--- config.mk ---
export PLATFORM = sky130hd
export DESIGN_NAME = usb_hid_control_request_handler
export DESIGN_NICKNAME = d
export VERILOG_FILES = /design/src/rtl/uhid_pkg.sv /design/src/rtl/uhid_cfg_regs.sv /design/src/rtl/uhid_front.sv /design/src/rtl/uhid_cmd_fifo.sv /design/src/rtl/uhid_back.sv /design/src/rtl/usb_hid_control_request_handler.sv
export SDC_FILE = /design/constraint.sdc
export NUM_CORES = 1
export LEC_CHECK = 0
export BUFFER_PORTS_ARGS = -buffer_cell sky130_fd_sc_hd__buf_2
export CORE_UTILIZATION = 23
export DETAILED_ROUTE_END_ITERATION = 7
export GPL_TIMING_DRIVEN = 0
export SLEW_MARGIN = 5
export SYNTH_ARGS = -nofsm -noshare
export SYNTH_HDL_FRONTEND = slang
export SYNTH_SLANG_ARGS = --single-unit
--- constraint.sdc ---
create_clock -name clk -period 9.21 [get_ports clk]
set_input_delay 2.3025 -clock clk [delete_from_list [all_inputs] [get_ports clk]]
set_output_delay 2.3025 -clock clk [all_outputs]
set_load 0.03 [all_outputs]
--- src/rtl/uhid_pkg.sv ---
// Shared types and codes for the HID control endpoint request decoder.
package uhid_pkg;

  // Event codes on req_type
  localparam logic [1:0] EV_BUS_RESET = 2'd0;
  localparam logic [1:0] EV_SETUP     = 2'd1;
  localparam logic [1:0] EV_DATA_OUT  = 2'd2;
  localparam logic [1:0] EV_STATUS    = 2'd3;

  // Result actions
  localparam logic [2:0] ACT_NONE      = 3'd0;
  localparam logic [2:0] ACT_STALL     = 3'd1;
  localparam logic [2:0] ACT_STATUS_IN = 3'd2;
  localparam logic [2:0] ACT_DATA_IN   = 3'd3;
  localparam logic [2:0] ACT_DATA_OUT  = 3'd4;

  // Data-in sources
  localparam logic [3:0] SRC_DEVICE   = 4'd0;
  localparam logic [3:0] SRC_CONFIG   = 4'd1;
  localparam logic [3:0] SRC_STRING   = 4'd2;
  localparam logic [3:0] SRC_HID      = 4'd3;
  localparam logic [3:0] SRC_REPORT   = 4'd4;
  localparam logic [3:0] SRC_CFG_VAL  = 4'd5;
  localparam logic [3:0] SRC_IDLE     = 4'd6;
  localparam logic [3:0] SRC_PROTOCOL = 4'd7;
  localparam logic [3:0] SRC_LEDS     = 4'd8;
  localparam logic [3:0] SRC_KEYBOARD = 4'd9;

  // Data-out targets
  localparam logic [1:0] TGT_NONE    = 2'd0;
  localparam logic [1:0] TGT_OUTPUT  = 2'd1;
  localparam logic [1:0] TGT_FEATURE = 2'd2;

  // Configuration commands
  localparam logic [1:0] CCMD_NONE     = 2'd0;
  localparam logic [1:0] CCMD_DECONFIG = 2'd1;
  localparam logic [1:0] CCMD_CONFIG   = 2'd2;

  // Standard requests
  localparam logic [7:0] REQ_SET_ADDRESS = 8'd5;
  localparam logic [7:0] REQ_GET_DESC    = 8'd6;
  localparam logic [7:0] REQ_GET_CONFIG  = 8'd8;
  localparam logic [7:0] REQ_SET_CONFIG  = 8'd9;

  // HID class requests
  localparam logic [7:0] HID_GET_REPORT   = 8'd1;
  localparam logic [7:0] HID_GET_IDLE     = 8'd2;
  localparam logic [7:0] HID_GET_PROTOCOL = 8'd3;
  localparam logic [7:0] HID_SET_REPORT   = 8'd9;
  localparam logic [7:0] HID_SET_IDLE     = 8'd10;
  localparam logic [7:0] HID_SET_PROTOCOL = 8'd11;

  // Descriptor types
  localparam logic [7:0] DT_DEVICE = 8'h01;
  localparam logic [7:0] DT_CONFIG = 8'h02;
  localparam logic [7:0] DT_STRING = 8'h03;
  localparam logic [7:0] DT_HID    = 8'h21;
  localparam logic [7:0] DT_REPORT = 8'h22;

  // Request kinds in bmRequestType[6:5]
  localparam logic [1:0] KIND_STANDARD = 2'd0;
  localparam logic [1:0] KIND_CLASS    = 2'd1;

  // Report types in wValue high byte
  localparam logic [7:0] RPT_INPUT   = 8'd1;
  localparam logic [7:0] RPT_OUTPUT  = 8'd2;
  localparam logic [7:0] RPT_FEATURE = 8'd3;

  localparam logic [6:0] MAX_ADDRESS = 7'd127;

  // Register indexes
  localparam logic [2:0] REG_DEVICE_DESC_LEN = 3'd0;
  localparam logic [2:0] REG_CONFIG_DESC_LEN = 3'd1;
  localparam logic [2:0] REG_HID_DESC_LEN    = 3'd2;
  localparam logic [2:0] REG_REPORT_DESC_LEN = 3'd3;
  localparam logic [2:0] REG_STRING_COUNT    = 3'd4;
  localparam logic [2:0] REG_STRING_LENGTHS  = 3'd5;
  localparam logic [2:0] REG_KBD_REPORT_LEN  = 3'd6;
  localparam logic [2:0] REG_MAX_PACKET_LOG2 = 3'd7;

  // Side effect a setup packet leaves for the back end
  typedef enum logic [2:0] {
    EFF_NONE,
    EFF_ADDRESS,
    EFF_CONFIG,
    EFF_IDLE,
    EFF_PROTOCOL,
    EFF_OUT_REPORT,
    EFF_OUT_FEATURE
  } eff_t;

  typedef struct packed {
    logic [1:0]  req_type;
    logic [7:0]  bm_request_type;
    logic [7:0]  b_request;
    logic [15:0] w_value;
    logic [15:0] w_index;
    logic [15:0] w_length;
    logic [7:0]  out_data;
  } in_t;

  typedef struct packed {
    logic [2:0]  action;
    logic [3:0]  data_source;
    logic [2:0]  string_index;
    logic [7:0]  data_byte;
    logic [15:0] xfer_length;
    logic        needs_zlp;
    logic        address_apply;
    logic [6:0]  address_value;
    logic [1:0]  config_cmd;
    logic        led_update;
    logic [7:0]  led_value;
    logic        configured;
  } out_t;

  typedef struct packed {
    logic [7:0]  device_desc_len;
    logic [15:0] config_desc_len;
    logic [7:0]  hid_desc_len;
    logic [15:0] report_desc_len;
    logic [3:0]  string_count;
    logic [63:0] string_lengths;
    logic [6:0]  kbd_report_len;
    logic [2:0]  max_packet_log2;
  } cfg_t;

  // Classified event queued between front and back
  typedef struct packed {
    logic [1:0]  ev;
    logic [2:0]  action;
    logic [3:0]  src;
    logic [2:0]  string_index;
    logic [15:0] xfer_length;
    logic        needs_zlp;
    eff_t        eff;
    logic [7:0]  arg;
  } cmd_t;

endpackage

--- src/rtl/uhid_cfg_regs.sv ---
// Configuration register file behind the APB-style port.
module uhid_cfg_regs (
  input  logic                clk,
  input  logic                rst_n,
  input  logic                psel,
  input  logic                penable,
  input  logic                pwrite,
  input  logic [5:0]          paddr,
  input  logic [63:0]         pwdata,
  output logic [63:0]         prdata,
  output logic                pready,
  output uhid_pkg::cfg_t      cfg
);

  uhid_pkg::cfg_t cfg_r;
  logic           wr_en;
  logic [2:0]     reg_idx;

  assign pready  = 1'b1;
  assign wr_en   = psel & penable & pwrite;
  assign reg_idx = paddr[5:3];
  assign cfg     = cfg_r;

  always_ff @(posedge clk) begin
    if (!rst_n) begin
      cfg_r.device_desc_len <= 8'd18;
      cfg_r.config_desc_len <= 16'd34;
      cfg_r.hid_desc_len    <= 8'd9;
      cfg_r.report_desc_len <= 16'd63;
      cfg_r.string_count    <= 4'd4;
      cfg_r.string_lengths  <= 64'd0;
      cfg_r.kbd_report_len  <= 7'd8;
      cfg_r.max_packet_log2 <= 3'd3;
    end else if (wr_en) begin
      case (reg_idx)
        uhid_pkg::REG_DEVICE_DESC_LEN: cfg_r.device_desc_len <= pwdata[7:0];
        uhid_pkg::REG_CONFIG_DESC_LEN: cfg_r.config_desc_len <= pwdata[15:0];
        uhid_pkg::REG_HID_DESC_LEN:    cfg_r.hid_desc_len    <= pwdata[7:0];
        uhid_pkg::REG_REPORT_DESC_LEN: cfg_r.report_desc_len <= pwdata[15:0];
        uhid_pkg::REG_STRING_COUNT:    cfg_r.string_count    <= pwdata[3:0];
        uhid_pkg::REG_STRING_LENGTHS:  cfg_r.string_lengths  <= pwdata;
        uhid_pkg::REG_KBD_REPORT_LEN:  cfg_r.kbd_report_len  <= pwdata[6:0];
        uhid_pkg::REG_MAX_PACKET_LOG2: cfg_r.max_packet_log2 <= pwdata[2:0];
        default: ;
      endcase
    end
  end

  always_comb begin
    case (reg_idx)
      uhid_pkg::REG_DEVICE_DESC_LEN: prdata = {56'd0, cfg_r.device_desc_len};
      uhid_pkg::REG_CONFIG_DESC_LEN: prdata = {48'd0, cfg_r.config_desc_len};
      uhid_pkg::REG_HID_DESC_LEN:    prdata = {56'd0, cfg_r.hid_desc_len};
      uhid_pkg::REG_REPORT_DESC_LEN: prdata = {48'd0, cfg_r.report_desc_len};
      uhid_pkg::REG_STRING_COUNT:    prdata = {60'd0, cfg_r.string_count};
      uhid_pkg::REG_STRING_LENGTHS:  prdata = cfg_r.string_lengths;
      uhid_pkg::REG_KBD_REPORT_LEN:  prdata = {57'd0, cfg_r.kbd_report_len};
      uhid_pkg::REG_MAX_PACKET_LOG2: prdata = {61'd0, cfg_r.max_packet_log2};
      default:                       prdata = 64'd0;
    endcase
  end

endmodule

--- src/rtl/uhid_front.sv ---
// Front end: classify one endpoint-0 event into a queued command.
module uhid_front #(
  parameter int MAX_STRINGS = 8
) (
  input  uhid_pkg::in_t   item,
  input  uhid_pkg::cfg_t  cfg,
  output uhid_pkg::cmd_t  cmd
);

  localparam logic [3:0] MAX_STR = 4'(MAX_STRINGS);

  logic        d2h;
  logic [1:0]  kind;
  logic [7:0]  hi;
  logic [7:0]  lo;
  logic        idx_zero;
  logic [3:0]  str_cnt;
  logic [15:0] src_len;
  logic        use_len;      // data-in sized by min(length, wLength)
  logic [15:0] xfer;
  logic [2:0]  lg;
  logic [5:0]  pkt_mask;
  logic [7:0]  str_len;

  assign d2h      = item.bm_request_type[7];
  assign kind     = item.bm_request_type[6:5];
  assign hi       = item.w_value[15:8];
  assign lo       = item.w_value[7:0];
  assign idx_zero = (item.w_index == 16'd0);
  assign str_cnt  = (cfg.string_count < MAX_STR) ? cfg.string_count : MAX_STR;
  assign str_len  = cfg.string_lengths[{lo[2:0], 3'b000} +: 8];

  // Clamp packet size to 8..64 bytes
  always_comb begin
    if (cfg.max_packet_log2 < 3'd3)      lg = 3'd3;
    else if (cfg.max_packet_log2 > 3'd6) lg = 3'd6;
    else                                 lg = cfg.max_packet_log2;
  end
  assign pkt_mask = 6'((7'd1 << lg) - 7'd1);

  assign xfer = (src_len < item.w_length) ? src_len : item.w_length;

  always_comb begin
    cmd              = '0;
    cmd.ev           = item.req_type;
    cmd.eff          = uhid_pkg::EFF_NONE;
    src_len          = 16'd0;
    use_len          = 1'b0;
    case (item.req_type)
      uhid_pkg::EV_DATA_OUT: begin
        cmd.arg = item.out_data;
      end
      uhid_pkg::EV_SETUP: begin
        cmd.action = uhid_pkg::ACT_STALL;
        if (kind == uhid_pkg::KIND_STANDARD) begin
          case (item.b_request)
            uhid_pkg::REQ_GET_DESC: begin
              case (hi)
                uhid_pkg::DT_DEVICE: begin
                  cmd.src = uhid_pkg::SRC_DEVICE;
                  src_len = {8'd0, cfg.device_desc_len};
                  use_len = 1'b1;
                end
                uhid_pkg::DT_CONFIG: begin
                  cmd.src = uhid_pkg::SRC_CONFIG;
                  src_len = cfg.config_desc_len;
                  use_len = 1'b1;
                end
                uhid_pkg::DT_STRING: begin
                  if (lo < {4'd0, str_cnt}) begin
                    cmd.src          = uhid_pkg::SRC_STRING;
                    cmd.string_index = lo[2:0];
                    src_len          = {8'd0, str_len};
                    use_len          = 1'b1;
                  end
                end
                uhid_pkg::DT_HID: begin
                  cmd.src = uhid_pkg::SRC_HID;
                  src_len = {8'd0, cfg.hid_desc_len};
                  use_len = 1'b1;
                end
                uhid_pkg::DT_REPORT: begin
                  cmd.src = uhid_pkg::SRC_REPORT;
                  src_len = cfg.report_desc_len;
                  use_len = 1'b1;
                end
                default: ;
              endcase
            end
            uhid_pkg::REQ_SET_ADDRESS: begin
              if (!d2h && item.w_value <= {9'd0, uhid_pkg::MAX_ADDRESS} && idx_zero &&
                  item.w_length == 16'd0) begin
                cmd.action = uhid_pkg::ACT_STATUS_IN;
                cmd.eff    = uhid_pkg::EFF_ADDRESS;
                cmd.arg    = lo;
              end
            end
            uhid_pkg::REQ_GET_CONFIG: begin
              if (d2h && item.w_value == 16'd0 && idx_zero && item.w_length == 16'd1) begin
                cmd.action      = uhid_pkg::ACT_DATA_IN;
                cmd.src         = uhid_pkg::SRC_CFG_VAL;
                cmd.xfer_length = 16'd1;
              end
            end
            uhid_pkg::REQ_SET_CONFIG: begin
              if (!d2h && item.w_value <= 16'd1 && idx_zero && item.w_length == 16'd0) begin
                cmd.action = uhid_pkg::ACT_STATUS_IN;
                cmd.eff    = uhid_pkg::EFF_CONFIG;
                cmd.arg    = lo;
              end
            end
            default: ;
          endcase
        end else if (kind == uhid_pkg::KIND_CLASS && idx_zero) begin
          case (item.b_request)
            uhid_pkg::HID_SET_IDLE: begin
              if (!d2h && lo == 8'd0 && item.w_length == 16'd0) begin
                cmd.action = uhid_pkg::ACT_STATUS_IN;
                cmd.eff    = uhid_pkg::EFF_IDLE;
                cmd.arg    = hi;
              end
            end
            uhid_pkg::HID_GET_IDLE: begin
              if (d2h && item.w_value == 16'd0 && item.w_length == 16'd1) begin
                cmd.action      = uhid_pkg::ACT_DATA_IN;
                cmd.src         = uhid_pkg::SRC_IDLE;
                cmd.xfer_length = 16'd1;
              end
            end
            uhid_pkg::HID_SET_PROTOCOL: begin
              if (!d2h && item.w_value <= 16'd1 && item.w_length == 16'd0) begin
                cmd.action = uhid_pkg::ACT_STATUS_IN;
                cmd.eff    = uhid_pkg::EFF_PROTOCOL;
                cmd.arg    = lo;
              end
            end
            uhid_pkg::HID_GET_PROTOCOL: begin
              if (d2h && item.w_value == 16'd0 && item.w_length == 16'd1) begin
                cmd.action      = uhid_pkg::ACT_DATA_IN;
                cmd.src         = uhid_pkg::SRC_PROTOCOL;
                cmd.xfer_length = 16'd1;
              end
            end
            uhid_pkg::HID_SET_REPORT: begin
              if (!d2h && lo == 8'd0) begin
                if (hi == uhid_pkg::RPT_OUTPUT) begin
                  cmd.action      = uhid_pkg::ACT_DATA_OUT;
                  cmd.eff         = uhid_pkg::EFF_OUT_REPORT;
                  cmd.xfer_length = 16'd1;
                end else if (hi == uhid_pkg::RPT_FEATURE) begin
                  cmd.action      = uhid_pkg::ACT_DATA_OUT;
                  cmd.eff         = uhid_pkg::EFF_OUT_FEATURE;
                  cmd.xfer_length = item.w_length;
                end
              end
            end
            uhid_pkg::HID_GET_REPORT: begin
              if (d2h && lo == 8'd0) begin
                if (hi == uhid_pkg::RPT_OUTPUT) begin
                  cmd.src = uhid_pkg::SRC_LEDS;
                  src_len = 16'd1;
                  use_len = 1'b1;
                end else if (hi == uhid_pkg::RPT_INPUT) begin
                  if (cfg.kbd_report_len == 7'd0) begin
                    // no report ready: answer nothing
                    cmd.action = uhid_pkg::ACT_NONE;
                  end else begin
                    cmd.src = uhid_pkg::SRC_KEYBOARD;
                    src_len = {9'd0, cfg.kbd_report_len};
                    use_len = 1'b1;
                  end
                end
              end
            end
            default: ;
          endcase
        end
        if (use_len) begin
          cmd.action      = uhid_pkg::ACT_DATA_IN;
          cmd.xfer_length = xfer;
          cmd.needs_zlp   = (xfer < item.w_length) && ((xfer[5:0] & pkt_mask) == 6'd0);
        end
      end
      default: ;
    endcase
  end

endmodule

--- src/rtl/uhid_cmd_fifo.sv ---
// Two-entry command queue between the front and back ends.
module uhid_cmd_fifo (
  input  logic            clk,
  input  logic            rst_n,
  input  logic            push,
  input  uhid_pkg::cmd_t  push_data,
  output logic            full,
  input  logic            pop,
  output uhid_pkg::cmd_t  pop_data,
  output logic            empty
);

  uhid_pkg::cmd_t mem_r [2];
  logic           wr_ptr_r;
  logic           rd_ptr_r;
  logic [1:0]     count_r;
  logic [1:0]     count_nxt;
  logic           do_push;
  logic           do_pop;

  assign full     = (count_r == 2'd2);
  assign empty    = (count_r == 2'd0);
  assign do_push  = push & ~full;
  assign do_pop   = pop & ~empty;
  assign pop_data = mem_r[rd_ptr_r];

  always_comb begin
    count_nxt = count_r;
    if (do_push && !do_pop)      count_nxt = count_r + 2'd1;
    else if (!do_push && do_pop) count_nxt = count_r - 2'd1;
  end

  always_ff @(posedge clk) begin
    if (do_push) begin
      mem_r[wr_ptr_r] <= push_data;
    end
  end

  always_ff @(posedge clk) begin
    if (!rst_n) begin
      wr_ptr_r <= 1'b0;
      rd_ptr_r <= 1'b0;
      count_r  <= 2'd0;
    end else begin
      count_r <= count_nxt;
      if (do_push) wr_ptr_r <= ~wr_ptr_r;
      if (do_pop)  rd_ptr_r <= ~rd_ptr_r;
    end
  end

  a_count_bound: assert property (@(posedge clk) disable iff (!rst_n)
    count_r != 2'd3) else $error("queue count beyond depth");

endmodule

--- src/rtl/uhid_back.sv ---
// Back end: apply queued commands to device state and register the result.
module uhid_back (
  input  logic            clk,
  input  logic            rst_n,
  input  logic            cmd_avail,
  input  uhid_pkg::cmd_t  cmd,
  output logic            cmd_take,
  output logic            out_valid,
  input  logic            out_stall,
  output uhid_pkg::out_t  out_data
);

  logic [6:0] dev_addr_r, dev_addr_nxt;
  logic [6:0] pend_addr_r, pend_addr_nxt;
  logic       addr_pend_r, addr_pend_nxt;
  logic       conf_r, conf_nxt;
  logic       pend_conf_r, pend_conf_nxt;
  logic       conf_pend_r, conf_pend_nxt;
  logic [1:0] target_r, target_nxt;
  logic [7:0] idle_r, idle_nxt;
  logic       proto_r, proto_nxt;
  logic [7:0] led_r, led_nxt;

  logic           out_valid_r;
  uhid_pkg::out_t out_r;
  uhid_pkg::out_t res;

  // Advance when the output register is empty or being drained
  assign cmd_take  = cmd_avail & (~out_valid_r | ~out_stall);
  assign out_valid = out_valid_r;
  assign out_data  = out_r;

  always_comb begin
    dev_addr_nxt  = dev_addr_r;
    pend_addr_nxt = pend_addr_r;
    addr_pend_nxt = addr_pend_r;
    conf_nxt      = conf_r;
    pend_conf_nxt = pend_conf_r;
    conf_pend_nxt = conf_pend_r;
    target_nxt    = target_r;
    idle_nxt      = idle_r;
    proto_nxt     = proto_r;
    led_nxt       = led_r;
    res           = '0;
    case (cmd.ev)
      uhid_pkg::EV_BUS_RESET: begin
        dev_addr_nxt  = 7'd0;
        pend_addr_nxt = 7'd0;
        addr_pend_nxt = 1'b0;
        conf_nxt      = 1'b0;
        pend_conf_nxt = 1'b0;
        conf_pend_nxt = 1'b0;
        target_nxt    = uhid_pkg::TGT_NONE;
        idle_nxt      = 8'd0;
        proto_nxt     = 1'b0;
        led_nxt       = 8'd0;
      end
      uhid_pkg::EV_SETUP: begin
        // drop anything left pending by the previous transfer
        addr_pend_nxt    = 1'b0;
        conf_pend_nxt    = 1'b0;
        target_nxt       = uhid_pkg::TGT_NONE;
        res.action       = cmd.action;
        res.data_source  = cmd.src;
        res.string_index = cmd.string_index;
        res.xfer_length  = cmd.xfer_length;
        res.needs_zlp    = cmd.needs_zlp;
        if (cmd.action == uhid_pkg::ACT_DATA_IN) begin
          case (cmd.src)
            uhid_pkg::SRC_CFG_VAL:  res.data_byte = {7'd0, conf_r};
            uhid_pkg::SRC_IDLE:     res.data_byte = idle_r;
            uhid_pkg::SRC_PROTOCOL: res.data_byte = {7'd0, proto_r};
            uhid_pkg::SRC_LEDS:     res.data_byte = led_r;
            default:                res.data_byte = 8'd0;
          endcase
        end
        case (cmd.eff)
          uhid_pkg::EFF_ADDRESS: begin
            pend_addr_nxt = cmd.arg[6:0];
            addr_pend_nxt = 1'b1;
          end
          uhid_pkg::EFF_CONFIG: begin
            pend_conf_nxt = cmd.arg[0];
            conf_pend_nxt = 1'b1;
          end
          uhid_pkg::EFF_IDLE:        idle_nxt   = cmd.arg;
          uhid_pkg::EFF_PROTOCOL:    proto_nxt  = cmd.arg[0];
          uhid_pkg::EFF_OUT_REPORT:  target_nxt = uhid_pkg::TGT_OUTPUT;
          uhid_pkg::EFF_OUT_FEATURE: target_nxt = uhid_pkg::TGT_FEATURE;
          default: ;
        endcase
      end
      uhid_pkg::EV_DATA_OUT: begin
        if (target_r == uhid_pkg::TGT_OUTPUT) begin
          led_nxt        = cmd.arg;
          target_nxt     = uhid_pkg::TGT_NONE;
          res.action     = uhid_pkg::ACT_STATUS_IN;
          res.led_update = 1'b1;
        end else if (target_r != uhid_pkg::TGT_FEATURE) begin
          res.action = uhid_pkg::ACT_STALL;
        end
      end
      default: begin
        // status stage done: commit pending address and configuration
        if (addr_pend_r) begin
          addr_pend_nxt     = 1'b0;
          dev_addr_nxt      = pend_addr_r;
          res.address_apply = 1'b1;
        end
        if (conf_pend_r) begin
          conf_pend_nxt  = 1'b0;
          conf_nxt       = pend_conf_r;
          res.config_cmd = pend_conf_r ? uhid_pkg::CCMD_CONFIG : uhid_pkg::CCMD_DECONFIG;
        end
      end
    endcase
    res.address_value = dev_addr_nxt;
    res.led_value     = led_nxt;
    res.configured    = conf_nxt;
  end

  always_ff @(posedge clk) begin
    if (!rst_n) begin
      dev_addr_r  <= 7'd0;
      pend_addr_r <= 7'd0;
      addr_pend_r <= 1'b0;
      conf_r      <= 1'b0;
      pend_conf_r <= 1'b0;
      conf_pend_r <= 1'b0;
      target_r    <= uhid_pkg::TGT_NONE;
      idle_r      <= 8'd0;
      proto_r     <= 1'b0;
      led_r       <= 8'd0;
      out_valid_r <= 1'b0;
    end else begin
      if (cmd_take) begin
        dev_addr_r  <= dev_addr_nxt;
        pend_addr_r <= pend_addr_nxt;
        addr_pend_r <= addr_pend_nxt;
        conf_r      <= conf_nxt;
        pend_conf_r <= pend_conf_nxt;
        conf_pend_r <= conf_pend_nxt;
        target_r    <= target_nxt;
        idle_r      <= idle_nxt;
        proto_r     <= proto_nxt;
        led_r       <= led_nxt;
      end
      if (cmd_take)       out_valid_r <= 1'b1;
      else if (!out_stall) out_valid_r <= 1'b0;
    end
  end

  always_ff @(posedge clk) begin
    if (cmd_take) begin
      out_r <= res;
    end
  end

  a_led_status: assert property (@(posedge clk) disable iff (!rst_n)
    out_valid_r && out_r.led_update |-> out_r.action == uhid_pkg::ACT_STATUS_IN)
    else $error("led update without status stage");

  a_apply_quiet: assert property (@(posedge clk) disable iff (!rst_n)
    out_valid_r && (out_r.address_apply || out_r.config_cmd != uhid_pkg::CCMD_NONE)
    |-> out_r.action == uhid_pkg::ACT_NONE)
    else $error("commit carried an endpoint action");

  a_target_code: assert property (@(posedge clk) disable iff (!rst_n)
    target_r != 2'd3) else $error("data-out target out of range");

  a_bus_reset: assert property (@(posedge clk) disable iff (!rst_n)
    cmd_take && cmd.ev == uhid_pkg::EV_BUS_RESET |=>
    dev_addr_r == 7'd0 && led_r == 8'd0 && !conf_r && !addr_pend_r)
    else $error("bus reset left device state behind");

endmodule

--- src/rtl/usb_hid_control_request_handler.sv ---
// Top level of the USB HID control endpoint request decoder.
// An accepted event is decoded into the two-entry command queue; the back end then
// applies it and registers the result in the output register.
// Throughput: one event per cycle; the back end drains one command per cycle while
// the output register is free, and in_stall rises only when the queue holds two.
// Reset (rst_n low, synchronous): clears the queue, the output valid flag and all
// device state, and loads the configuration registers with their defaults.
module usb_hid_control_request_handler #(
  parameter int MAX_STRINGS = 8
) (
  input  logic            clk,
  input  logic            rst_n,
  // event channel
  input  logic            in_valid,
  output logic            in_stall,
  input  uhid_pkg::in_t   in_data,
  // result channel
  output logic            out_valid,
  input  logic            out_stall,
  output uhid_pkg::out_t  out_data,
  // configuration port
  input  logic            psel,
  input  logic            penable,
  input  logic            pwrite,
  input  logic [5:0]      paddr,
  input  logic [63:0]     pwdata,
  output logic [63:0]     prdata,
  output logic            pready
);

  uhid_pkg::cfg_t cfg;
  uhid_pkg::cmd_t front_cmd;
  uhid_pkg::cmd_t back_cmd;
  logic           q_full;
  logic           q_empty;
  logic           back_take;

  uhid_cfg_regs u_regs (
    .clk     (clk),
    .rst_n   (rst_n),
    .psel    (psel),
    .penable (penable),
    .pwrite  (pwrite),
    .paddr   (paddr),
    .pwdata  (pwdata),
    .prdata  (prdata),
    .pready  (pready),
    .cfg     (cfg)
  );

  // Front: classify the beat as it is accepted; no device state is read here
  uhid_front #(
    .MAX_STRINGS (MAX_STRINGS)
  ) u_front (
    .item (in_data),
    .cfg  (cfg),
    .cmd  (front_cmd)
  );

  // Hold the input only when both queue slots are taken
  assign in_stall = q_full;

  uhid_cmd_fifo u_queue (
    .clk       (clk),
    .rst_n     (rst_n),
    .push      (in_valid),
    .push_data (front_cmd),
    .full      (q_full),
    .pop       (back_take),
    .pop_data  (back_cmd),
    .empty     (q_empty)
  );

  // Back: apply state changes and fill the output register
  uhid_back u_back (
    .clk       (clk),
    .rst_n     (rst_n),
    .cmd_avail (~q_empty),
    .cmd       (back_cmd),
    .cmd_take  (back_take),
    .out_valid (out_valid),
    .out_stall (out_stall),
    .out_data  (out_data)
  );

endmodule
==> impl_metrics.toml, run 1 <==
[outcome]
status = "finished clean"

[global_routing]
grt_pass1_wl_mm = 84.7
antenna_found_initial = 14
grt_usage = 0.160
grt_start_max_net_pins = 65
grt_pass1_vias = 12956
overflow = 0

[floorplan]
die_x_um = 266
rows = 96
initial_core_util = 0.233
die_area_sq_um = 70600
coreArea_sq_um = 68700
die_height_um = 266
io_pins = 273

[critical_path]
ff2ff_path_depth = 26
reg2reg_slack_ns = 2.50
cp_max_fo = 10
cp_data_required_time_ns = 9.54
critical-path-top-delay-family = "compound AO/OA/AOI/OAI gates"
timing.rr.end = "u_queue.mem_r[0][11]"
path_class = "input pin to register"
cp.arrival_ns = 8.73
cp-end-kind = "register"
worst_path_max_delay_cell = "buf_1"
crit_buf_inv = 2
critPathMaxStageDelay_ns = 0.81
crit_chain = "buf_4 > buf_1 > mux4_2 > mux2i_1 > nor2_1 > o2111ai_1 > a21oi_1 > ha_1 > nand2_1 > nor2_1 > a211oi_1 > nand4_1 > o22ai_4 > mux2_2 > ha_1 > a21o_1 > a21o_1 > a21oi_1 > a211o_1 > nor3_1 > or3_1 > a2111oi_2 > o2111a_1"
r2r-start = "u_regs.cfg[77]"
start_kind = "input pin"

[sta]
skew_ns = 0.0172
drv_slew = 0
period_share = 0.911
final_hold_viol_count = 0
setup_viol = 0
fmax_mhz = 119
worst_slew_margin_rel = 0.234
fin_crit_ns = 8.39
rsz0062_at_grt = "false"
tightest_slew_ns = 1.14
setup_slack_ns = 0.816
whs_ns = 0.465

[clock_tree]
cts_root_buf = "clkbuf_16"
clkSlewWorstSetupHoldPaths_ns = 0.06
cts_max_path_buffers = 3
cts_tree = "built"
numCtsBuffers = 34
cts.sinks = 304
post_cts.repair.setup_buffers = 0
post_cts_resized = 0
worstSkewPairLatency_ns = 0.53
cts_hold_buffers = 0
cts_htree_levels = 2

[logic_synthesis]
synthFlopType = "dfxtp_1"
yosysUniqueCellTypes = 76
ys_async_sr_fraction = 0
syn_area_sq_um = 16000
syn_avg_cell_area_sq_um = 9.58
synth-edff-count = 135
netlist_instances = 1671
synth-simple-area-share = 0.209
synth-compound-area-share = 0.149
synth-seq-cells = 304
synth_top_family_by_area = "simple AND/OR/NAND/NOR gates"
synth_xor_area_frac = 0.00164
synth-adder-area-share = 0.0336
ys_seq_area_frac = 0.465
yosysWarnings = 0
yosysTopAreaCell = "edfxtp_1"
post-synth-top-area-fraction = 0.253
synth_mux_area_frac = 0.105
synthTopCellsByArea = "edfxtp_1, dfxtp_1, nand2_1, mux2i_1, a21boi_0"

[min_path]
hold_path_depth = 2
min-delay-path-class = "register to register"
min_from = "u_back.dev_addr_r[1]"
holdPathEnd = "u_back.dev_addr_r[1]"

[final_layout]
utilization = 0.286
areaGrowthSynthToFinish_pct = 22.8
num-fill-cells = 7408
final_common_cell = "nand2_1"
drive_gt1_frac = 0.177
fin_area_sq_um = 19700
final_cell_mix = "nand2_1, buf_2, dfxtp_1"
diodes = 0
nets = 2161

[routing]
firstDrtPassIters = 5
drc = 0
totalWireLength_mm = 57.9
wl_per_cell_um = 19.8
vias = 13808
detail-route-antenna-nets = 0
drtIter0Drc = 1367
avgViaCountPerCell = 4.73

[power_and_ir_drop]
p_per_area_nw_per_um2 = 207
irDropWorstVdd_v = 0.000123
sequentialPowerShare = 0.409
power.leakage_nw = 7.35
switching_share = 0.327
p_comb_frac = 0.245
clock_power_share = 0.346
p_sw_mw = 1.33
p_int_mw = 2.74

[placed_design]
place_area_sq_um = 18500
portBuffers = 255
dp_hpwl_mm = 45.2
pre_cts_ws_ns = 0.426
gp_congestion = 0.926

[run]
drv_cap = 0
## cell type report
| type | instances | area [sq um] | area share |
|---|---|---|---|
| Buffer | 109 | 433 | 0.0220 |
| Clock inverter | 16 | 228 | 0.0116 |
| Clock buffer | 43 | 906 | 0.0461 |
| Multi-Input combinational cell | 1219 | 8000 | 0.407 |
| Sequential cell | 304 | 7440 | 0.378 |
| Tap cell | 931 | 1160 | 0.0593 |
| Inverter | 41 | 154 | 0.00783 |
| Timing Repair Buffer | 258 | 1320 | 0.0674 |
## per-layer routing
layer | wire [um] | track usage | vias to the layer above
li1 | - | - | 6596
met1 | 25600 | 0.225 | 6426
met2 | 25400 | 0.249 | 691
met3 | 5640 | 0.0372 | 85
met4 | 1030 | 0.0304 | 10
met5 | 135 | 0.00901 | -
## sequential cells by signal (all words and copies together) (netlist names), named ones only
name and count:
u_back.dev_addr_r 7, u_queue.mem_r 80, u_back.led_r 8, u_back.addr_pend_r 1
u_back.target_r 2, u_queue.count_r 2, u_regs.cfg 126, u_back.conf_pend_r 1
u_back.pend_conf_r 1, u_back.conf_r 1, u_back.pend_addr_r 7, u_queue.rd_ptr_r 1
u_back.out_data 55, u_back.proto_r 1, u_back.idle_r 8, u_back.out_valid 1
u_queue.wr_ptr_r 1
## cell usage after synthesis, drive strengths merged, types with 5 or more instances
master,number
o211ai,6
clkbuf,94
dfxtp,169
nor2,87
mux2,19
and3,60
a211oi,5
a21o,9
o31ai,7
a21oi,72
nand3,32
nor4,17
mux4,20
nand2b,9
nand4,13
or3,10
nor2b,86
ha,43
a21boi,111
a221oi,10
mux2i,100
o21ai,40
edfxtp,135
a22o,8
nor3,20
a22oi,36
a31oi,5
nand2,311
buf,15
and2,13
inv,41
## cells by family (layout without fill, tap and decap cells)
group,after synthesis,in the layout
fa+ha+maj,43,43
simple gates,688,688
compound gates,343,343
xor+xnor,3,3
flops,304,304
mux,139,139
buf+inv,150,467
other cells,1,3
## tightest hold or removal path: cells and delay by family (launching register included)
family | cells | cell delay, ns
DFF | 1 | 0.31
AOI/OAI and AO/OA | 1 | 0.06
and+or+nand+nor | 1 | 0.05
## worst max path at each step
stage,start,end,slack [ns],cells past startpoint
floorplan,in_data[49],u_queue.mem_r[0][11],1.76,23
global route,in_data[33],u_queue.mem_r[0][11],0.39,24
global placement,in_data[49],u_queue.mem_r[1][11],-0.35,23
detailed placement,in_data[33],u_queue.mem_r[0][11],0.43,24
finish,in_data[40],u_queue.mem_r[0][11],0.82,23
CTS,in_data[33],u_queue.mem_r[0][11],0.95,24
## through the flow
stage               total power [mW]  cells  setup TNS [ns]
floorplan                       2.35   1673               0
global placement                2.71   2859          -0.706
detailed placement              2.71   2862               0
CTS                             4.11   2921               0
global route                    4.25   2921               0
finish                          4.08   2921               0
## power by group through the flow
stage | clock (mW) | sequential [mW] | combinational, mW
after floorplan | 0 | 1.89 | 0.462
after global placement | 0 | 1.72 | 0.991
after detailed placement | 0 | 1.70 | 1.00
after CTS | 1.42 | 1.67 | 1.01
after global routing | 1.48 | 1.68 | 1.08
final | 1.41 | 1.67 | 0.997
(Power assumes the default switching activity.)
==> run 2: changes to the inputs <==
--- a/config.mk
+++ b/config.mk
@@ -9,6 +9,7 @@
 export CORE_UTILIZATION = 23
 export DETAILED_ROUTE_END_ITERATION = 7
 export GPL_TIMING_DRIVEN = 0
+export PLACE_DENSITY = 0.48
 export SLEW_MARGIN = 5
 export SYNTH_ARGS = -nofsm -noshare
 export SYNTH_HDL_FRONTEND = slang
==> run 2 against run 1 <==
Critical path depth down 3. Sequential cell count unchanged. Sequential share of layout area down 0.065 points. Die area unchanged. Cell count up 0.34%. Count of clock-buffer cells in the layout up 7. Critical path type unchanged. Critical endpoint is now u_queue.mem_r[1][11].
==> impl_metrics.toml, run 2 (synthesis gave the netlist of run 1 again) <==
[outcome]
status = "finished clean"

[final_layout]
areaGrowthSynthToFinish_pct = 23.0
regArea_sq_um = 7440
multi_input_area_sq_um = 8000
fin_area_sq_um = 19700
num-fill-cells = 7363
utilization = 0.286
final_common_cell = "nand2_1"
nets = 2164
drive_gt1_frac = 0.180
largest_reg_flops = 126
final_cell_mix = "nand2_1, buf_2, dfxtp_1"

[routing]
detail-route-antenna-nets = 0
drc = 0
wl_per_cell_um = 20.6
vias = 13884
drtIter0Drc = 1076
firstDrtPassIters = 5
avgViaCountPerCell = 4.74
totalWireLength_mm = 60.3

[floorplan]
io_pins = 273
die_height_um = 266
initial_core_util = 0.233
die_area_sq_um = 70600
die_x_um = 266
coreArea_sq_um = 68700
rows = 96

[sta]
fin_crit_ns = 8.49
skew_ns = 0.0247
setup_slack_ns = 0.717
setup_viol = 0
drv_slew = 0
rsz0062_at_grt = "false"
tightest_slew_ns = 1.09
fmax_mhz = 118
final_hold_viol_count = 0
period_share = 0.922
worst_slew_margin_rel = 0.272
fin_setup_tns_ns = 0

[power_and_ir_drop]
irDropWorstVdd_v = 0.000130
design_power_total_mw = 4.09
p_per_area_nw_per_um2 = 208
power.leakage_nw = 7.38

[critical_path]
cp_max_fo = 10
cp-end-kind = "register"
cp.arrival_ns = 8.75
ff2ff_path_depth = 24
startpoint = "in_data[55]"
start_kind = "input pin"
reg2reg_slack_ns = 2.44
r2r-start = "u_regs.cfg[77]"
cp_data_required_time_ns = 9.47
path_class = "input pin to register"
timing.rr.end = "u_queue.mem_r[1][11]"

[clock_tree]
cts.sinks = 304
clkSlewWorstSetupHoldPaths_ns = 0.06
cts_root_buf = "clkbuf_16"
cts_tree = "built"
post_cts_resized = 0
cts_htree_levels = 2
post_cts.repair.setup_buffers = 0
cts_max_path_buffers = 3
numCtsBuffers = 37
worstSkewPairLatency_ns = 0.55
cts_hold_buffers = 0

[placed_design]
portBuffers = 255
gp_congestion = 0.900
pre_cts_ws_ns = 0.340
place_area_sq_um = 18500
dp_hpwl_mm = 47.5

[min_path]
min_from = "u_back.dev_addr_r[0]"
holdPathEnd = "u_back.dev_addr_r[0]"
min-delay-path-class = "register to register"
hold_path_depth = 2

[run]
drv_cap = 0

[global_routing]
grt_pass1_wl_mm = 87.8
overflow = 0
grt_pass1_vias = 13555
antenna_found_initial = 15
grt_usage = 0.166
grt_start_max_net_pins = 65
==> run 2: changes by cell type in the layout (fill, tap and decap cells not counted) <==
| cell | before | now |
|---|---|---|
| diode_2 | 0 | 5 |
| clkbuf_8 | 0 | 4 |
| clkinv_2 | 3 | 7 |
| bufinv_16 | 5 | 2 |
| clkbuf_16 | 35 | 37 |
| clkinv_1 | 4 | 2 |
| clkinv_8 | 2 | 0 |
| clkinvlp_4 | 2 | 0 |
| inv_6 | 0 | 2 |
| clkbuf_1 | 101 | 102 |
| inv_16 | 0 | 1 |
==> run 2: worst max-delay path, stage by stage <==
cell and delay [ns]:
buf_2 0.13, nor3_1 0.81, and3_1 0.40, buf_1 0.58
a221oi_1 0.25, a21oi_1 0.35, ha_1 0.33, nand2_1 0.08
nor2_1 0.04, a211oi_1 0.31, nand4_1 0.20, o22ai_4 0.39
buf_2 0.36, mux2_1 0.42, ha_1 0.32, nand4_1 0.17
a211o_1 0.36, o311ai_0 0.54, a2111oi_2 0.17, o2111a_1 0.23
==> run 2: power by group <==
group / leakage (nW) / total, mW / switching, mW / internal (mW)
Sequential: 2.68 / 1.66 / 0.0459 / 1.62
Combinational: 4.13 / 1.00 / 0.718 / 0.285
Clock: 0.573 / 1.42 / 0.586 / 0.832
Total: 7.38 / 4.09 / 1.35 / 2.74
==> run 2: routing by layer <==
| metal | share of wire | vias to the layer above | track usage |
|---|---|---|---|
| met3 | 0.081 | 88 | 0.0403 |
| met1 | 0.44 | 6621 | 0.221 |
| li1 | - | 6611 | - |
| met2 | 0.45 | 552 | 0.269 |
| met4 | 0.021 | 12 | 0.0427 |
| met5 | 0.0013 | - | 0 |
==> run 2: cell type report <==
| class | instances | share of cell area |
|---|---|---|
| antenna | 5 | 0.000636 |
| tap | 931 | 0.0592 |
| sequential | 304 | 0.378 |
| timing repair buffer | 258 | 0.0673 |
| buffer | 109 | 0.0220 |
| multi-input combinational | 1219 | 0.407 |
| clock buffer | 50 | 0.0516 |
| clock inverter | 14 | 0.00712 |
| inverter | 41 | 0.00782 |
==> run 2: stage by stage <==
stage               std cells  hold WS, ns
finish                   2931        0.466
detailed placement       2862        0.459
CTS                      2926        0.468
floorplan                1673        0.443
global placement         2859        0.453
global route             2927        0.492
==> run 2: how the worst max path moves through the flow <==
stage	endpoint	cells after the start
global placement	u_queue.mem_r[1][11]	23
floorplan	u_queue.mem_r[0][11]	23
finish	u_queue.mem_r[1][11]	20
global route	u_queue.mem_r[1][11]	22
detailed placement	u_queue.mem_r[1][11]	24
CTS	u_queue.mem_r[1][11]	24
==> run 3: changes to the inputs <==
--- a/config.mk
+++ b/config.mk
@@ -13,4 +13,5 @@
 export SLEW_MARGIN = 5
 export SYNTH_ARGS = -nofsm -noshare
 export SYNTH_HDL_FRONTEND = slang
+export SYNTH_HIERARCHICAL = 1
 export SYNTH_SLANG_ARGS = --single-unit
==> run 3 against run 2 <==
Sequential power is essentially flat. Design area grew 3.3%. First-iteration DRC count shrank 5.6%. Worst setup slack gained 0.11 ns. Largest cell class unchanged. Clock power grew 13%. Register-to-register slack gained 0.34 ns. Sequential share of layout area shrank 1.2 points. Combinational power is essentially flat. Critical endpoint is now u_queue/mem_r[1][11].
==> impl_metrics.toml, run 3 <==
[outcome]
status = "finished clean"

[placed_design]
dp.cells = 2809
dp_hpwl_mm = 47.2
portBuffers = 258
gp_congestion = 0.903
place_area_sq_um = 19000

[routing]
totalWireLength_mm = 60.1
firstDrtPassIters = 5
drt-met1-wl_mm = 27.2
wl_met2_mm = 27.6
routed-wl-met3_mm = 3.83
avgViaCountPerCell = 4.75
routed.top_layer = "met5"
detail-route-antenna-nets = 0
drtIter0Drc = 1016
vias = 13695
wl_per_cell_um = 20.8
drc = 0

[sta]
fin_crit_ns = 8.38
fin_setup_tns_ns = 0
tightest_slew_ns = 1.09
period_share = 0.910
drv_slew = 0
final_hold_viol_count = 0
skew_ns = 0.0368
setup_viol = 0
fmax_mhz = 119
rsz0062_at_grt = "false"
worst_slew_margin_rel = 0.269

[final_layout]
drive_gt1_frac = 0.248
fin_area_sq_um = 20300
final_cell_mix = "buf_2, nand2_1, dfxtp_1"
final_common_cell = "buf_2"
areaGrowthSynthToFinish_pct = 23.6
fin_cells = 2884
largest_reg_flops = 126
nets = 2102

[power_and_ir_drop]
p_per_area_nw_per_um2 = 210
irDropWorstVdd_v = 0.000156
power.leakage_nw = 7.81

[floorplan]
initial_core_util = 0.234
die_height_um = 269
io_pins = 273
rows = 97
die_x_um = 269
coreArea_sq_um = 70400
die_area_sq_um = 72600

[min_path]
min-delay-path-class = "register to register"

[logic_synthesis]
yosysMostFrequentCell = "nand2_1"
synthFlopType = "dfxtp_1"
post-synth-top-area-fraction = 0.246
yosysWarnings = 6
synth-edff-count = 135
ys_async_sr_fraction = 0
ys_seq_area_frac = 0.452
yosysUniqueCellTypes = 97
yosys-top-cells-count = "nand2_1, dfxtp_1, mux2i_1, edfxtp_1, and2_1"
yosysTopAreaCell = "edfxtp_1"
netlist_instances = 1607
syn_area_sq_um = 16400
synthTopCellsByArea = "edfxtp_1, dfxtp_1, mux2i_1, nand2_1, mux2_2"
synth-seq-cells = 304
syn_avg_cell_area_sq_um = 10.2

[clock_tree]
cts.sinks = 304
numCtsBuffers = 38
clkSlewWorstSetupHoldPaths_ns = 0.06
cts_hold_buffers = 0
post_cts.repair.setup_buffers = 0
worstSkewPairLatency_ns = 0.58
cts_htree_levels = 2
cts_max_path_buffers = 3
cts_tree = "built"
post_cts_resized = 0
cts_root_buf = "clkbuf_16"

[critical_path]
cp.arrival_ns = 8.74
cp_data_required_time_ns = 9.57
cp-end-kind = "register"
cp_max_fo = 10
path_class = "input pin to register"
start_kind = "input pin"

[global_routing]
grt_pass1_wl_mm = 88.8
antenna_found_initial = 20
grt_start_max_net_pins = 65
grt_usage = 0.161
overflow = 0
grt_pass1_vias = 13793

[run]
drv_cap = 0
==> run 3: changes by cell type after synthesis, moves of 17 or more <==
cell / previous run / this run
and2_1: 13 / 92
mux2_2: 10 / 58
clkbuf_1: 94 / 60
nor2b_1: 86 / 35
mux2i_1: 100 / 139
a21boi_0: 111 / 5
and3_1: 60 / 10
a22oi_1: 36 / 53
a21oi_1: 72 / 33
nand2_1: 311 / 237
o2bb2ai_1: 0 / 17
==> run 3: power breakdown <==
part           switching (mW)  internal [mW]  leakage (nW)
Sequential             0.0491           1.61          2.68
Clock                   0.624          0.971         0.657
Combinational           0.689          0.319          4.48
Total                    1.36           2.90          7.81
==> run 3: through the flow <==
stage	utilization	power (mW)	setup WS [ns]	hold WS, ns
6_report	0.289	4.27	0.826	0.464
5_1_grt	0.289	4.44	0.438	0.476
4_1_cts	0.289	4.32	0.980	0.466
3_5_place_dp	0.270	2.72	0.367	0.453
3_3_place_gp	0.269	2.70	0.380	0.451
2_1_floorplan	-	2.37	1.92	0.434
==> run 3: area by class of cell <==
class | instances | area [sq um]
repair buffers | 261 | 1340
diodes | 5 | 12.5
clock inverters | 18 | 270
fillers | 7458 | 50100
clock buffers | 52 | 1070
multi-input cells | 1153 | 8260
plain buffers | 106 | 591
inverters | 45 | 171
flip-flops and latches | 304 | 7440
well taps | 940 | 1180
==> run 3: final timing paths <==
path	startpoint	endpoint	slack, ns	cells after the start
min reg2reg	u_back/idle_r[5]	u_back/idle_r[5]	0.46	2
max	in_data[53]	u_queue/mem_r[1][11]	0.83	24
min	u_back/idle_r[5]	u_back/idle_r[5]	0.46	2
max reg2reg	u_regs/cfg[77]	u_queue/mem_r[1][11]	2.78	25
==> run 3: worst max-delay path, stage by stage <==
cell       delay [ns]
clkbuf_1         0.26
nor4_1           0.71
and2_1           0.22
clkbuf_1         0.31
clkbuf_1         0.59
a22oi_1          0.30
nor2_1           0.29
ha_1             0.31
a21oi_1          0.13
nor2b_1          0.06
o221ai_1         0.35
o21ai_0          0.19
a21bo_1          0.23
buf_6            0.13
buf_2            0.25
mux2_2           0.38
ha_1             0.32
a21o_1           0.19
a21oi_1          0.20
a211o_1          0.19
a31oi_1          0.05
nor4_1           0.21
o221ai_1         0.21
a2111oi_4        0.34
==> run 3: kinds of logic after synthesis <==
group	share of synthesized area
simple gates	0.189
flops	0.452
compound gates	0.123
mux	0.155
buf+inv	0.0463
fa+ha+maj	0.0319
xor+xnor	0.00213
other cells	0.000457
==> run 3: metal layers <==
layer  GRT usage  up-vias
li1            -     6475
met1       0.213     6559
met2       0.263      552
met3      0.0320       95
met4      0.0455       14
met5           0        -
